--- config.mk ---
export PLATFORM = sky130hd
export DESIGN_NAME = rmc_position_sentence_parser
export DESIGN_NICKNAME = d
export VERILOG_FILES = /design/src/hw/rtl/rmcp_pkg.sv /design/src/hw/rtl/rmc_position_sentence_parser.sv /design/src/hw/rtl/rmcp_scan.sv /design/src/hw/rtl/rmcp_close.sv
export SDC_FILE = /design/constraint.sdc
export NUM_CORES = 2
export LEC_CHECK = 0
export BUFFER_PORTS_ARGS = -buffer_cell sky130_fd_sc_hd__buf_2
export CORE_ASPECT_RATIO = 0.7
export CORE_MARGIN = 4
export CORE_UTILIZATION = 59
export CTS_CLUSTER_SIZE = 20
export DETAILED_ROUTE_END_ITERATION = 10
export GPL_ROUTABILITY_DRIVEN = 1
export PLACE_DENSITY = 0.89
export SLEW_MARGIN = 5
export SYNTH_ARGS = -nofsm -noshare
export SYNTH_HDL_FRONTEND = slang
export SYNTH_SLANG_ARGS = --single-unit
export TNS_END_PERCENT = 10
--- constraint.sdc ---
create_clock -name clk -period 9.95 [get_ports clk]
set_input_delay 0.4975 -clock clk [delete_from_list [all_inputs] [get_ports clk]]
set_output_delay 0.4975 -clock clk [all_outputs]
set_load 0.05 [all_outputs]
--- src/hw/rtl/rmcp_pkg.sv ---
// Shared types and constants of the RMC position sentence parser.
package rmcp_pkg;

  // Field number within the sentence, counted in commas from the start.
  // Every field past the date field is lumped together as FLD_TAIL.
  typedef enum logic [3:0] {
    FLD_HEAD   = 4'd0,
    FLD_TIME   = 4'd1,
    FLD_STATUS = 4'd2,
    FLD_LAT    = 4'd3,
    FLD_NS     = 4'd4,
    FLD_LON    = 4'd5,
    FLD_EW     = 4'd6,
    FLD_SPEED  = 4'd7,
    FLD_COURSE = 4'd8,
    FLD_DATE   = 4'd9,
    FLD_TAIL   = 4'd10
  } fld_t;

  // Result codes; a comma count error wins, else the first failure in field order.
  typedef enum logic [2:0] {
    ERR_NONE     = 3'd0,
    ERR_COUNT    = 3'd1,
    ERR_TOO_LONG = 3'd2,
    ERR_STATUS   = 3'd3,
    ERR_NS       = 3'd4,
    ERR_EW       = 3'd5
  } err_t;

  // Character codes.
  localparam logic [7:0] CH_COMMA = 8'h2C;
  localparam logic [7:0] CH_POINT = 8'h2E;
  localparam logic [7:0] CH_ZERO  = 8'h30;
  localparam logic [7:0] CH_NINE  = 8'h39;
  localparam logic [7:0] CH_A     = 8'h41;
  localparam logic [7:0] CH_N     = 8'h4E;
  localparam logic [7:0] CH_S     = 8'h53;
  localparam logic [7:0] CH_E     = 8'h45;
  localparam logic [7:0] CH_W     = 8'h57;

  // Number formats.
  localparam int          MIN_W     = 27;
  localparam logic [29:0] UTC_CAP   = 30'd999999999;
  localparam logic [29:0] MIN_CAP   = 30'd99999999;
  localparam logic [2:0]  TIME_FRAC = 3'd3;
  localparam logic [2:0]  MIN_FRAC  = 3'd6;
  localparam logic [3:0]  LAT_DEG_DIGITS = 4'd2;
  localparam logic [3:0]  LON_DEG_DIGITS = 4'd3;
  localparam logic [3:0]  LEN_MAX   = 4'd15;

  // Field length limits.
  localparam logic [3:0] LEN_TIME   = 4'd10;
  localparam logic [3:0] LEN_LETTER = 4'd1;
  localparam logic [3:0] LEN_LAT    = 4'd11;
  localparam logic [3:0] LEN_LON    = 4'd12;
  localparam logic [3:0] LEN_AUX    = 4'd6;

  // Result data bus width: 103 bits of fields padded to whole bytes.
  localparam int OUT_DATA_W = 104;

  // Snapshot of one finished field, handed from the scanner to the closer.
  typedef struct packed {
    fld_t        fld;
    logic        last;
    logic        cnt_ok;
    logic [3:0]  len;
    logic [29:0] num;
    logic [9:0]  deg;
    logic [2:0]  frac;
    logic [7:0]  head;
  } rmcp_rec_t;

endpackage

--- src/hw/rtl/rmc_position_sentence_parser.sv ---
// Top level of the RMC position sentence parser.
// This block takes an RMC position sentence one byte per request on the input
// stream, with in_tlast set on the final byte, and gives one result per
// sentence. Bytes are split at commas; the time, latitude and longitude fields
// are turned into fixed point (thousandths of a second, whole degrees and
// millionths of a minute, saturating at their limits) and the status,
// hemisphere and length rules are checked. A comma count error decides the error
// code, else the first failure in field order does. A sentence must hold exactly
// EXPECTED_COMMAS commas. Error results carry zero values. The block accepts one
// byte in every cycle but for the stall named below. A byte first updates the
// scanner's field registers; a comma or the last byte hands a snapshot of the
// closed field to the closer stage, which runs the field checks and the fraction
// scaling multiply. The output register takes the result when the closer takes
// the last byte's snapshot. Input stalls only when that snapshot waits on the
// closer while the previous result still sits untaken in the output register.
module rmc_position_sentence_parser #(
  parameter int EXPECTED_COMMAS = 12
) (
  input  logic         clk,
  input  logic         rst_n,
  input  logic         in_tvalid,
  output logic         in_tready,
  input  logic [7:0]   in_tdata,   // char_byte
  input  logic         in_tlast,   // is_last
  output logic         out_tvalid,
  input  logic         out_tready,
  // utc_thousandths[29:0], lat_degrees[36:30], lat_minutes_micro[63:37],
  // is_north[64], lon_degrees[74:65], lon_minutes_micro[101:75], is_east[102],
  // zero pad[103]
  output logic [103:0] out_tdata,
  output logic [2:0]   out_tuser   // error_code
);
  import rmcp_pkg::*;

  rmcp_rec_t rec;
  logic      rec_valid;
  logic      rec_take;

  // Comma counting and per-field number accumulation.
  rmcp_scan #(
    .EXPECTED_COMMAS(EXPECTED_COMMAS)
  ) u_scan (
    .clk       (clk),
    .rst_n     (rst_n),
    .in_tvalid (in_tvalid),
    .in_tready (in_tready),
    .in_tdata  (in_tdata),
    .in_tlast  (in_tlast),
    .rec_take  (rec_take),
    .rec_valid (rec_valid),
    .rec       (rec)
  );

  // Field checks, value storage and the result register.
  rmcp_close u_close (
    .clk        (clk),
    .rst_n      (rst_n),
    .rec_valid  (rec_valid),
    .rec_i      (rec),
    .rec_take   (rec_take),
    .out_tvalid (out_tvalid),
    .out_tready (out_tready),
    .out_tdata  (out_tdata),
    .out_tuser  (out_tuser)
  );

endmodule

--- src/hw/rtl/rmcp_scan.sv ---
// Byte scanner: counts commas and accumulates the numbers of the open field.
module rmcp_scan #(
  parameter int EXPECTED_COMMAS = 12
) (
  input  logic                clk,
  input  logic                rst_n,
  input  logic                in_tvalid,
  output logic                in_tready,
  input  logic [7:0]          in_tdata,
  input  logic                in_tlast,
  input  logic                rec_take,
  output logic                rec_valid,
  output rmcp_pkg::rmcp_rec_t rec
);
  import rmcp_pkg::*;

  localparam int CW = $clog2(EXPECTED_COMMAS + 2);
  localparam logic [CW-1:0] CNT_TOP = CW'(EXPECTED_COMMAS + 1);
  localparam logic [CW-1:0] CNT_OK  = CW'(EXPECTED_COMMAS);

  function automatic logic [29:0] clamp_mul10(input logic [29:0] acc,
                                              input logic [3:0]  add,
                                              input logic [29:0] cap);
    logic [33:0] v;
    v = 34'(acc) * 34'd10 + 34'(add);
    return (v > 34'(cap)) ? cap : v[29:0];
  endfunction

  logic [CW-1:0] cnt_r, cnt_nxt, cnt_inc;
  logic [3:0]    len_r, len_nxt;
  logic [29:0]   num_r, num_nxt;
  logic [9:0]    deg_r, deg_nxt;
  logic [2:0]    frac_r, frac_nxt;
  logic          point_r, point_nxt;
  logic          stop_r, stop_nxt;
  logic [7:0]    head_r, head_nxt;
  logic          rec_valid_r, rec_valid_nxt;
  rmcp_rec_t     rec_r, rec_nxt;

  fld_t        fld;
  logic        fire, is_comma, is_digit, is_point, is_angle;
  logic        in_deg, min_start, num_on, stop_eff;
  logic [3:0]  ndeg;
  logic [2:0]  fmax;
  logic [29:0] cap, num_mul;
  logic [3:0]  tk_len;
  logic [29:0] tk_num;
  logic [9:0]  tk_deg;
  logic [2:0]  tk_frac;
  logic        tk_point, tk_stop;
  logic [7:0]  tk_head;

  assign in_tready = !rec_valid_r || rec_take;
  assign fire      = in_tvalid && in_tready;
  assign rec_valid = rec_valid_r;
  assign rec       = rec_r;

  always_comb begin
    fld       = (cnt_r > CW'(FLD_TAIL)) ? FLD_TAIL : fld_t'(cnt_r[3:0]);
    is_comma  = (in_tdata == CH_COMMA);
    is_point  = (in_tdata == CH_POINT);
    is_digit  = (in_tdata >= CH_ZERO) && (in_tdata <= CH_NINE);
    is_angle  = (fld == FLD_LAT) || (fld == FLD_LON);
    ndeg      = (fld == FLD_LAT) ? LAT_DEG_DIGITS : LON_DEG_DIGITS;
    in_deg    = is_angle && (len_r < ndeg);
    min_start = is_angle && (len_r == ndeg);
    num_on    = (fld == FLD_TIME) || (is_angle && !in_deg);
    fmax      = (fld == FLD_TIME) ? TIME_FRAC : MIN_FRAC;
    cap       = (fld == FLD_TIME) ? UTC_CAP : MIN_CAP;
    stop_eff  = min_start ? 1'b0 : stop_r;
    num_mul   = clamp_mul10(num_r, in_tdata[3:0], cap);
    cnt_inc   = (cnt_r == CNT_TOP) ? cnt_r : cnt_r + 1'b1;

    // Effect of taking one ordinary byte into the open field.
    tk_len   = (len_r == LEN_MAX) ? len_r : len_r + 4'd1;
    tk_head  = (len_r == 4'd0) ? in_tdata : head_r;
    tk_num   = num_r;
    tk_deg   = deg_r;
    tk_frac  = frac_r;
    tk_point = point_r;
    tk_stop  = stop_r;
    if (in_deg) begin
      if (!stop_r && is_digit) begin
        tk_deg = 10'(deg_r * 10'd10 + 10'(in_tdata[3:0]));
      end else begin
        tk_stop = 1'b1;
      end
    end else if (num_on) begin
      tk_stop = stop_eff;
      if (!stop_eff) begin
        if (is_digit) begin
          if (!point_r) begin
            tk_num = num_mul;
          end else if (frac_r < fmax) begin
            tk_num  = num_mul;
            tk_frac = frac_r + 3'd1;
          end
        end else if (is_point && !point_r) begin
          tk_point = 1'b1;
        end else begin
          tk_stop = 1'b1;
        end
      end
    end
  end

  // Snapshot of the field that a comma or the last byte closes.
  always_comb begin
    rec_nxt.fld    = fld;
    rec_nxt.last   = in_tlast;
    rec_nxt.cnt_ok = ((is_comma ? cnt_inc : cnt_r) == CNT_OK);
    if (is_comma) begin
      rec_nxt.len  = len_r;
      rec_nxt.num  = num_r;
      rec_nxt.deg  = deg_r;
      rec_nxt.frac = frac_r;
      rec_nxt.head = head_r;
    end else begin
      rec_nxt.len  = tk_len;
      rec_nxt.num  = tk_num;
      rec_nxt.deg  = tk_deg;
      rec_nxt.frac = tk_frac;
      rec_nxt.head = tk_head;
    end
    if (fire && (is_comma || in_tlast)) begin
      rec_valid_nxt = 1'b1;
    end else if (rec_take) begin
      rec_valid_nxt = 1'b0;
    end else begin
      rec_valid_nxt = rec_valid_r;
    end
  end

  always_comb begin
    cnt_nxt   = cnt_r;
    len_nxt   = len_r;
    num_nxt   = num_r;
    deg_nxt   = deg_r;
    frac_nxt  = frac_r;
    point_nxt = point_r;
    stop_nxt  = stop_r;
    head_nxt  = head_r;
    if (fire) begin
      if (is_comma || in_tlast) begin
        len_nxt   = 4'd0;
        num_nxt   = '0;
        deg_nxt   = '0;
        frac_nxt  = '0;
        point_nxt = 1'b0;
        stop_nxt  = 1'b0;
        head_nxt  = '0;
      end else begin
        len_nxt   = tk_len;
        num_nxt   = tk_num;
        deg_nxt   = tk_deg;
        frac_nxt  = tk_frac;
        point_nxt = tk_point;
        stop_nxt  = tk_stop;
        head_nxt  = tk_head;
      end
      if (in_tlast) begin
        cnt_nxt = '0;
      end else if (is_comma) begin
        cnt_nxt = cnt_inc;
      end
    end
  end

  always_ff @(posedge clk) begin
    if (!rst_n) begin
      cnt_r       <= '0;
      len_r       <= '0;
      num_r       <= '0;
      deg_r       <= '0;
      frac_r      <= '0;
      point_r     <= 1'b0;
      stop_r      <= 1'b0;
      head_r      <= '0;
      rec_valid_r <= 1'b0;
    end else begin
      cnt_r       <= cnt_nxt;
      len_r       <= len_nxt;
      num_r       <= num_nxt;
      deg_r       <= deg_nxt;
      frac_r      <= frac_nxt;
      point_r     <= point_nxt;
      stop_r      <= stop_nxt;
      head_r      <= head_nxt;
      rec_valid_r <= rec_valid_nxt;
    end
  end

  always_ff @(posedge clk) begin
    if (fire && (is_comma || in_tlast)) begin
      rec_r <= rec_nxt;
    end
  end

endmodule

--- src/hw/rtl/rmcp_close.sv ---
// Field closer: checks each finished field, keeps the parsed values, forms the result.
module rmcp_close (
  input  logic                                  clk,
  input  logic                                  rst_n,
  input  logic                                  rec_valid,
  input  rmcp_pkg::rmcp_rec_t                   rec_i,
  output logic                                  rec_take,
  output logic                                  out_tvalid,
  input  logic                                  out_tready,
  output logic [rmcp_pkg::OUT_DATA_W-1:0]       out_tdata,
  output logic [2:0]                            out_tuser
);
  import rmcp_pkg::*;

  function automatic logic [19:0] pow10(input logic [2:0] k);
    logic [19:0] p;
    unique case (k)
      3'd0:    p = 20'd1;
      3'd1:    p = 20'd10;
      3'd2:    p = 20'd100;
      3'd3:    p = 20'd1000;
      3'd4:    p = 20'd10000;
      3'd5:    p = 20'd100000;
      3'd6:    p = 20'd1000000;
      default: p = 20'd1;
    endcase
    return p;
  endfunction

  err_t        ferr_r, ferr_nxt;
  logic [29:0] utc_r, utc_nxt;
  logic [6:0]  lat_deg_r, lat_deg_nxt;
  logic [26:0] lat_min_r, lat_min_nxt;
  logic [9:0]  lon_deg_r, lon_deg_nxt;
  logic [26:0] lon_min_r, lon_min_nxt;
  logic        north_r, north_nxt;
  logic        east_r, east_nxt;
  logic        out_valid_r, out_valid_nxt;
  logic [OUT_DATA_W-1:0] out_data_r, out_data_nxt;
  err_t        out_code_r, code;

  logic        out_busy;
  logic [2:0]  fmax;
  logic [29:0] cap, scaled;
  logic [49:0] prod;
  err_t        err_new;

  assign out_busy   = out_valid_r && !out_tready;
  assign rec_take   = rec_valid && !(rec_i.last && out_busy);
  assign out_tvalid = out_valid_r;
  assign out_tdata  = out_data_r;
  assign out_tuser  = out_code_r;

  // Missing fraction digits are made up by one scaling multiply.
  always_comb begin
    fmax   = (rec_i.fld == FLD_TIME) ? TIME_FRAC : MIN_FRAC;
    cap    = (rec_i.fld == FLD_TIME) ? UTC_CAP : MIN_CAP;
    prod   = 50'(rec_i.num) * 50'(pow10(fmax - rec_i.frac));
    scaled = (prod > 50'(cap)) ? cap : prod[29:0];
  end

  always_comb begin
    err_new     = ERR_NONE;
    utc_nxt     = utc_r;
    lat_deg_nxt = lat_deg_r;
    lat_min_nxt = lat_min_r;
    lon_deg_nxt = lon_deg_r;
    lon_min_nxt = lon_min_r;
    north_nxt   = north_r;
    east_nxt    = east_r;
    if (rec_take && (ferr_r == ERR_NONE)) begin
      unique case (rec_i.fld) inside
        FLD_TIME: begin
          if (rec_i.len > LEN_TIME) err_new = ERR_TOO_LONG;
          else utc_nxt = scaled;
        end
        FLD_STATUS: begin
          if (rec_i.len > LEN_LETTER) err_new = ERR_TOO_LONG;
          else if (rec_i.head != CH_A) err_new = ERR_STATUS;
        end
        FLD_LAT: begin
          if (rec_i.len > LEN_LAT) begin
            err_new = ERR_TOO_LONG;
          end else begin
            lat_deg_nxt = rec_i.deg[6:0];
            lat_min_nxt = scaled[MIN_W-1:0];
          end
        end
        FLD_NS: begin
          if (rec_i.len > LEN_LETTER) err_new = ERR_TOO_LONG;
          else if (rec_i.head == CH_N) north_nxt = 1'b1;
          else if (rec_i.head == CH_S) north_nxt = 1'b0;
          else err_new = ERR_NS;
        end
        FLD_LON: begin
          if (rec_i.len > LEN_LON) begin
            err_new = ERR_TOO_LONG;
          end else begin
            lon_deg_nxt = rec_i.deg;
            lon_min_nxt = scaled[MIN_W-1:0];
          end
        end
        FLD_EW: begin
          if (rec_i.len > LEN_LETTER) err_new = ERR_TOO_LONG;
          else if (rec_i.head == CH_E) east_nxt = 1'b1;
          else if (rec_i.head == CH_W) east_nxt = 1'b0;
          else err_new = ERR_EW;
        end
        FLD_SPEED, FLD_COURSE, FLD_DATE: begin
          if (rec_i.len > LEN_AUX) err_new = ERR_TOO_LONG;
        end
        default: begin
        end
      endcase
    end
    ferr_nxt = (ferr_r == ERR_NONE) ? err_new : ferr_r;
  end

  // Result word; an error result carries zero values.
  always_comb begin
    code = rec_i.cnt_ok ? ferr_nxt : ERR_COUNT;
    if (code == ERR_NONE) begin
      out_data_nxt = {1'b0, east_nxt, lon_min_nxt, lon_deg_nxt, north_nxt,
                      lat_min_nxt, lat_deg_nxt, utc_nxt};
    end else begin
      out_data_nxt = '0;
    end
    if (rec_take && rec_i.last) out_valid_nxt = 1'b1;
    else if (out_tready) out_valid_nxt = 1'b0;
    else out_valid_nxt = out_valid_r;
  end

  always_ff @(posedge clk) begin
    if (!rst_n) begin
      ferr_r      <= ERR_NONE;
      utc_r       <= '0;
      lat_deg_r   <= '0;
      lat_min_r   <= '0;
      lon_deg_r   <= '0;
      lon_min_r   <= '0;
      north_r     <= 1'b0;
      east_r      <= 1'b0;
      out_valid_r <= 1'b0;
    end else begin
      out_valid_r <= out_valid_nxt;
      if (rec_take && rec_i.last) begin
        ferr_r    <= ERR_NONE;
        utc_r     <= '0;
        lat_deg_r <= '0;
        lat_min_r <= '0;
        lon_deg_r <= '0;
        lon_min_r <= '0;
        north_r   <= 1'b0;
        east_r    <= 1'b0;
      end else begin
        ferr_r    <= ferr_nxt;
        utc_r     <= utc_nxt;
        lat_deg_r <= lat_deg_nxt;
        lat_min_r <= lat_min_nxt;
        lon_deg_r <= lon_deg_nxt;
        lon_min_r <= lon_min_nxt;
        north_r   <= north_nxt;
        east_r    <= east_nxt;
      end
    end
  end

  always_ff @(posedge clk) begin
    if (rec_take && rec_i.last) begin
      out_data_r <= out_data_nxt;
      out_code_r <= code;
    end
  end

`ifndef SYNTHESIS
  a_err_zero: assert property (@(posedge clk) disable iff (!rst_n)
    (out_valid_r && (out_code_r != ERR_NONE)) |-> (out_data_r == '0))
    else $error("error result carries nonzero values");

  a_utc_cap: assert property (@(posedge clk) disable iff (!rst_n)
    out_valid_r |-> (out_data_r[29:0] <= UTC_CAP))
    else $error("time value above its saturation limit");

  a_min_cap: assert property (@(posedge clk) disable iff (!rst_n)
    out_valid_r |-> ((30'(out_data_r[63:37]) <= MIN_CAP) &&
                     (30'(out_data_r[101:75]) <= MIN_CAP) &&
                     (out_data_r[36:30] <= 7'd99)))
    else $error("position value out of range");

  a_last_result: assert property (@(posedge clk) disable iff (!rst_n)
    (rec_take && rec_i.last) |=> out_valid_r)
    else $error("last byte of a sentence gave no result");
`endif

endmodule
======== Word-level counts from Yosys, hierarchy flattened ========
Cells that the tools add are included.
storage, ports and cells
  flip-flop bits (word level) ............. 337
  logic and storage cells ................. 212
  output and inout port bits .............. 109
  input bits .............................. 13
operators by class
  add/subtract/negate cells ............... 6
  eq/ne operators ......................... 33
  bitwise logic cells ..................... 1
  reduce and logical (&&, ||, !) cells .... 35
  mux-type cells .......................... 93
  $lt $le $gt $ge ......................... 12
  multiply operators ...................... 3
operators with widths
  kind                                                number
  2-to-1 mux 30 bit                                   14
  2-to-1 mux 27 bit                                   6
  case mux 20 bit (6 select lines)                    1
  2-to-1 mux 10 bit                                   6
  2-to-1 mux 3 bit                                    19
  2-to-1 mux 55 bit                                   1
  > comparator 50 x 30 -> 1 bit                       1
  multiplier 30 x 20 -> 50 bit                        1
  adder 34 x 4 -> 34 bit                              1
  > comparator 34 x 30 -> 1 bit                       1
  multiplier 30 x 3 -> 33 bit, second input constant  1
  == test 8 x 7 -> 1 bit, second input constant       4
  2-to-1 mux 1 bit                                    29
  2-to-1 mux 4 bit                                    6
  2-to-1 mux 7 bit                                    3
  case mux 3 bit (7 select lines)                     1
  == test 4 x 3 -> 1 bit, second input constant       5
  == test 4 bit, second input constant                5
  == test 8 x 6 -> 1 bit, second input constant       2
  > comparator 4 bit, second input constant           4
  2-to-1 mux 8 bit                                    2
  logical AND 1 bit                                   13
  == test 4 x 2 -> 1 bit, second input constant       3
  adder 10 x 4 -> 10 bit                              1
  other kinds (30)                                    53

======== Depth between registers and ports, before layout ========
  depth after elaboration ................. 13
  gate-level depth with buffers ........... 52

======== By module ========
A second synthesis with hierarchy kept.
unflattened totals
  cells, all modules ...................... 4,025
  area, all modules ....................... 36,580.1 um2
modules (own cells, without submodules)
  module      area each (um2)  cells an instance  instances
  rmcp_close  27,491.4         3,008              1
  rmcp_scan   9,088.7          1,017              1

======== Least setup slack after synthesis ========
No wires, ideal clock.
  kind .................................... reg2reg
  start ................................... register u_scan.rec_r (netlist bit u_scan.rec[60])
  end ..................................... register u_close.out_data_r[60] (netlist: u_close.out_tdata[60]), data pin
  arrival time ............................ 10.684 ns
  path buffers ............................ 6
  data required time ...................... 9.665 ns
  path slack .............................. -1.019 ns
  cell stages (with the launch flop) ...... 47
  period minus slack after synthesis ...... 10.969 ns
  cells stage by stage .................... edfxtp_1 buf_4 nor4b_4 inv_1 ha_1 ha_1 xnor2_1 xnor2_1 nor2_1 clkbuf_1 nand2_1 inv_1 or2_2 or2_2 fa_1 inv_1 fa_1 fa_1 (+11 left out) a311oi_1 o32ai_1 a21oi_1 xor2_1 inv_1 ha_1 and4_1 nand2_1 nor4b_1 nand4_1 nor4_2 o2111ai_1 nor3_4 and2_1 buf_6 buf_6 buf_6 a31oi_1
on the way
  word-level cells in the longest chain between the ends .. 11
RTL lines
  element                                      RTL line                            source
  start: declaration                           rmcp_scan.sv:38                     rmcp_rec_t rec_r, rec_nxt;
  start signal: assignment                     rmcp_scan.sv:195                    rec_r <= rec_nxt;
  == test 4 x 1 -> 1 bit                       rmcp_close.sv:56, rmcp_close.sv:57
  2-to-1 mux 3 bit                             rmcp_close.sv:56                    fmax = (rec_i.fld == FLD_TIME) ? TIME_FRAC : MIN_FRAC;
  subtractor 3 bit                             rmcp_close.sv:58                    prod = 50'(rec_i.num) * 50'(pow10(fmax - rec_i.frac));
  == test 3 bit, or another cell as far along  rmcp_close.sv:17                    unique case (k)
  case mux 20 bit (6 select lines)             rmcp_close.sv:17
  multiplier 30 x 20 -> 50 bit                 rmcp_close.sv:58
  > comparator 50 x 30 -> 1 bit                rmcp_close.sv:59                    scaled = (prod > 50'(cap)) ? cap : prod[29:0];
  2-to-1 mux 30 bit                            rmcp_close.sv:59
  2-to-1 mux 27 bit                            rmcp_close.sv:82                    if (rec_i.len > LEN_LAT) begin
  2-to-1 mux 27 bit                            rmcp_close.sv:72                    unique case (rec_i.fld) inside
  2-to-1 mux 27 bit                            rmcp_close.sv:71                    if (rec_take && (ferr_r == ERR_NONE)) begin
  end signal: assignment                       rmcp_close.sv:170                   out_data_r <= out_data_nxt;
  end: declaration                             rmcp_close.sv:39                    logic [OUT_DATA_W-1:0] out_data_r, out_data_nxt;
Several ways; a longest one is shown, not always the timed one.
A chain may end at the register's enable or synchronous reset.

======== Final worst setup path ========
  start ................................... register u_scan.rec_r (netlist bit u_scan.rec[59])
  end ..................................... register u_close.out_data_r[26] (netlist: u_close.out_tdata[26]), data pin
on the way
  word-level cells in the longest chain between the ends .. 11
RTL lines
  element                                      RTL line                            source
  == test 4 x 1 -> 1 bit                       rmcp_close.sv:56, rmcp_close.sv:57
  2-to-1 mux 3 bit                             rmcp_close.sv:56
  subtractor 3 bit                             rmcp_close.sv:58
  == test 3 bit, or another cell as far along  rmcp_close.sv:17
  case mux 20 bit (6 select lines)             rmcp_close.sv:17
  multiplier 30 x 20 -> 50 bit                 rmcp_close.sv:58
  > comparator 50 x 30 -> 1 bit                rmcp_close.sv:59
  2-to-1 mux 30 bit                            rmcp_close.sv:59
  2-to-1 mux 30 bit                            rmcp_close.sv:74                    if (rec_i.len > LEN_TIME) err_new = ERR_TOO_LONG;
  2-to-1 mux 30 bit                            rmcp_close.sv:72
  2-to-1 mux 30 bit                            rmcp_close.sv:71
Several ways; a longest one is shown, not always the timed one.

==> results.md <==
* Hold buffer count at cts at 0
* Relative slew slack at 5.977%
* CP max stage delay at around 790 ps
* Net Sw Frac at about half
* CP Launch Type: flip-flop
* Mapped Cells at about 4000
* Aggregate routed wire length at about 130000 um
* Leakage power total at about 21 nW
* Synthesized net count at ~4800
* CTS tree: yes
* Initial antenna violation count at 4
* Worst R2R Start: u_scan.rec[59]$_DFFE_PP_
* HP Class: in2reg
* Die H at between 200 and 250 um
* Comb pwr share at roughly four fifths
* Asr flop ratio synth at 0%
* Clock root cell: clkbuf_16
* Clock transition at path regs at 80 ps
* Setup crit end kind: flip-flop
* Fin crit share at 117.0%
* Number of DRC markers in iteration 0 at between 6000 and 7000
* Clk_lat worst skew at ~600 ps
* Worst Hold End: u_scan.head_r[5]$_SDFFE_PN0P_
* Setup TNS at -181140 ps
* Final ANT Viol Nets at 0
* Yosys reg bits at between 300 and 400
* Worst-margin pin slew at roughly 1400 ps
* Final setup violation count at ~170
* CP max FO at 33
* Violated checks: DRC, setup timing
* PortBufs at 120
* WS Path Type: reg2reg
* H-tree Lvls at 1
* Clock buffer depth at 3
* Fmax at 0.08589 GHz
* Total GRT Usage at between 30% and 40%
* Internal Power at roughly 7 mW
* First-pass GRT wire length at around 180000 um
* Peak supply drop at roughly 0.00056 V
* Number of synthesized flops with an enable pin at around 170
* DRT Pass-1 Iters at 11
* Dpl hpwl at about 82000 um
* DIE AREA at about 0.067 mm2
* Pwr per Cell Area at approximately 350 mW/mm2
* Net switching power at 7.634 mW
* R2r endpoint: u_close.out_tdata[26]$_SDFFCE_PP0P_
* Min Tclk post-route at between 10000 and 15000 ps
* HP Start: in_tdata[5]
* Post-Syn Area per Cell at around 9.2 um2
* Status: finished with violations
* TritonCTS buffer count at 26
* RD Place Congestion at about 1
* Worst path arrival time at 11900 ps
* Vias at about 34000
* Slowest CP cell: o41ai_2
* Most used cell, CP: inv_1
* Chip Width at around 310 um
* Clk sinks at roughly 340
* Remaining DRCs at 4
* Final Max Tran Viols at 0
* Commonest non-fill, non-tap cell in the layout: inv_1
* Area grow syn2layout at 15.12%
* Sequential share of power at between 10 and 15%
* Core area at 0.06162 mm2
* R2R cell count at 47
* Critical Path Source: u_scan.rec[59]$_DFFE_PP_
* CP required at 10200 ps
* Synth warn at 0
* Worst slack, placed at -542.1 ps
* NumNets Final at around 5000
* Total Power at 14.73 mW
* GR Overflow Total at 0
* Hold Crit Depth at 3
* Share of cells above drive strength 1 at approximately 17%
* Max cap viols at 0
* Main flop type after synthesis: dfxtp_1
* Final hold vios at 0
* Commonest non-fill, non-tap cells in the layout: inv_1, fa_1, nand2_1
* Drt via density at ~6.7
* Worst Clk Skew at roughly 33 ps
* Vias in the first global route at about 33000
* Fin worst setup slack at -1693 ps
* Site Rows at 76
* Maximum number of pins on one net before global-route repair at about 90
* Unrepaired setup endpoints after global routing: true
* DR WL/cell at about 25 um
* R2R setup slack at -1690 ps
* Cell area after synthesis at around 0.037 mm2
* Yosys cell types at ~110
* Starting Density at approximately three fifths
* Sequential-to-total area share from yosys stat at a little under a quarter
* IO Pins at between 100 and 150
* Clk pwr share at under 10%
through the flow:
stage	hold WS, ps	util [%]	area, um2	std cells
2_1_floorplan	440.4	-	37050	3996
3_3_place_gp	447.6	64.32	39630	4954
3_5_place_dp	462.7	64.32	39630	4954
4_1_cts	222.3	67.36	41500	5052
5_1_grt	234.5	68.78	42380	5082
6_report	218.2	68.79	42390	5084
sequential cells by signal, summed over array words and instances (netlist names), 3 cells and up:
register           cells
u_scan.deg_r          10
u_close.utc_r         30
u_scan.num_r          30
u_close.out_tdata    103
u_close.lon_deg_r     10
u_scan.frac_r          3
u_scan.len_r           4
u_scan.cnt_r           4
u_close.lat_deg_r      7
u_scan.rec            61
u_close.out_tuser      3
u_scan.head_r          8
u_close.lon_min_r     27
u_close.ferr_r         3
u_close.lat_min_r     27
Yosys cell counts (34+ instances only):
master | n | area, um2
clkbuf_1 | 185 | 694.4
nand2b_1 | 34 | 212.7
ha_1 | 298 | 3729
nand3_1 | 121 | 605.6
nand4_1 | 35 | 219.0
xnor2_1 | 60 | 525.5
nor2b_1 | 40 | 250.2
dfxtp_1 | 169 | 3383
a21oi_1 | 139 | 695.7
nor3_1 | 42 | 210.2
inv_1 | 606 | 2275
fa_1 | 444 | 8889
nand2_1 | 346 | 1299
a21o_1 | 70 | 525.5
and2_1 | 181 | 1132
edfxtp_1 | 167 | 5015
o21ai_0 | 207 | 1036
nor2_1 | 171 | 641.9
and3_1 | 75 | 469.2
a31oi_1 | 96 | 600.6
power groups by stage:
stage / Clock (mW) / Combinational (mW) / Sequential, mW
2_1_floorplan: 0 / 5.41 / 1.52
3_3_place_gp: 0 / 8.68 / 1.52
3_5_place_dp: 0 / 8.93 / 1.53
4_1_cts: 1.17 / 9.89 / 1.49
5_1_grt: 1.24 / 12.5 / 1.50
6_report: 1.21 / 12.0 / 1.50
cell families after synthesis:
group	share of synthesized area [%]
DFF	22.81
xor gates and xnor gates	2.253
and+or+nand+nor	16.20
adders and majority gates	34.27
muxes	1.193
buffers and inverters	8.951
AOI/OAI and AO/OA	14.31
other	0.01019
layout make-up:
class,count,area (um2)
Multi-Input combinational cell,2823,26280
Sequential cell,336,8398
Tap cell,819,1025
Timing Repair Buffer,450,3477
Clock inverter,15,209.0
Clock buffer,33,718.2
Inverter,606,2275
Fill cell,3995,19230
Antenna cell,2,5.005
worst max-delay path, delay by kind of cell, from the launching register on:
kind / cells / cell delay (ps)
buf+inv: 14 / 1820
simple gates: 10 / 1870
fa+ha+maj: 11 / 3970
flops: 1 / 460
compound gates: 9 / 2500
xor+xnor: 3 / 640
routing by layer:
layer	routed length, um	global-route usage [%]	vias to the layer above
met1	45120	47.63	16260
met3	20330	10.49	911
met2	53520	51.58	3166
li1	-	-	13930
met5	8	0	-
met4	9222	12.41	2
repair_timing:
item                                   CTS  global route
setup buffers                           42            29
pin swaps                               44            85
gates resized for setup                 84           113
endpoints found under the hold margin    0             0
setup endpoints to repair              168           168
gates cloned                             8             2
how the worst max path moves through the flow:
stage / to / slack [ps] / cells after the start
final: u_close.out_tdata[26]$_SDFFCE_PP0P_ / -1690 / 47
after global routing: u_close.out_tdata[26]$_SDFFCE_PP0P_ / -1850 / 42
after CTS: u_close.lat_min_r[20]$_SDFF_PP0_ / -390 / 43
after detailed placement: u_close.out_tdata[42]$_SDFFCE_PP0P_ / -540 / 44
after global placement: u_close.out_tdata[40]$_SDFFCE_PP0P_ / -150 / 43
after floorplan: u_close.out_tdata[60]$_SDFFCE_PP0P_ / -490 / 48
Power figures use the tool's default switching activity.
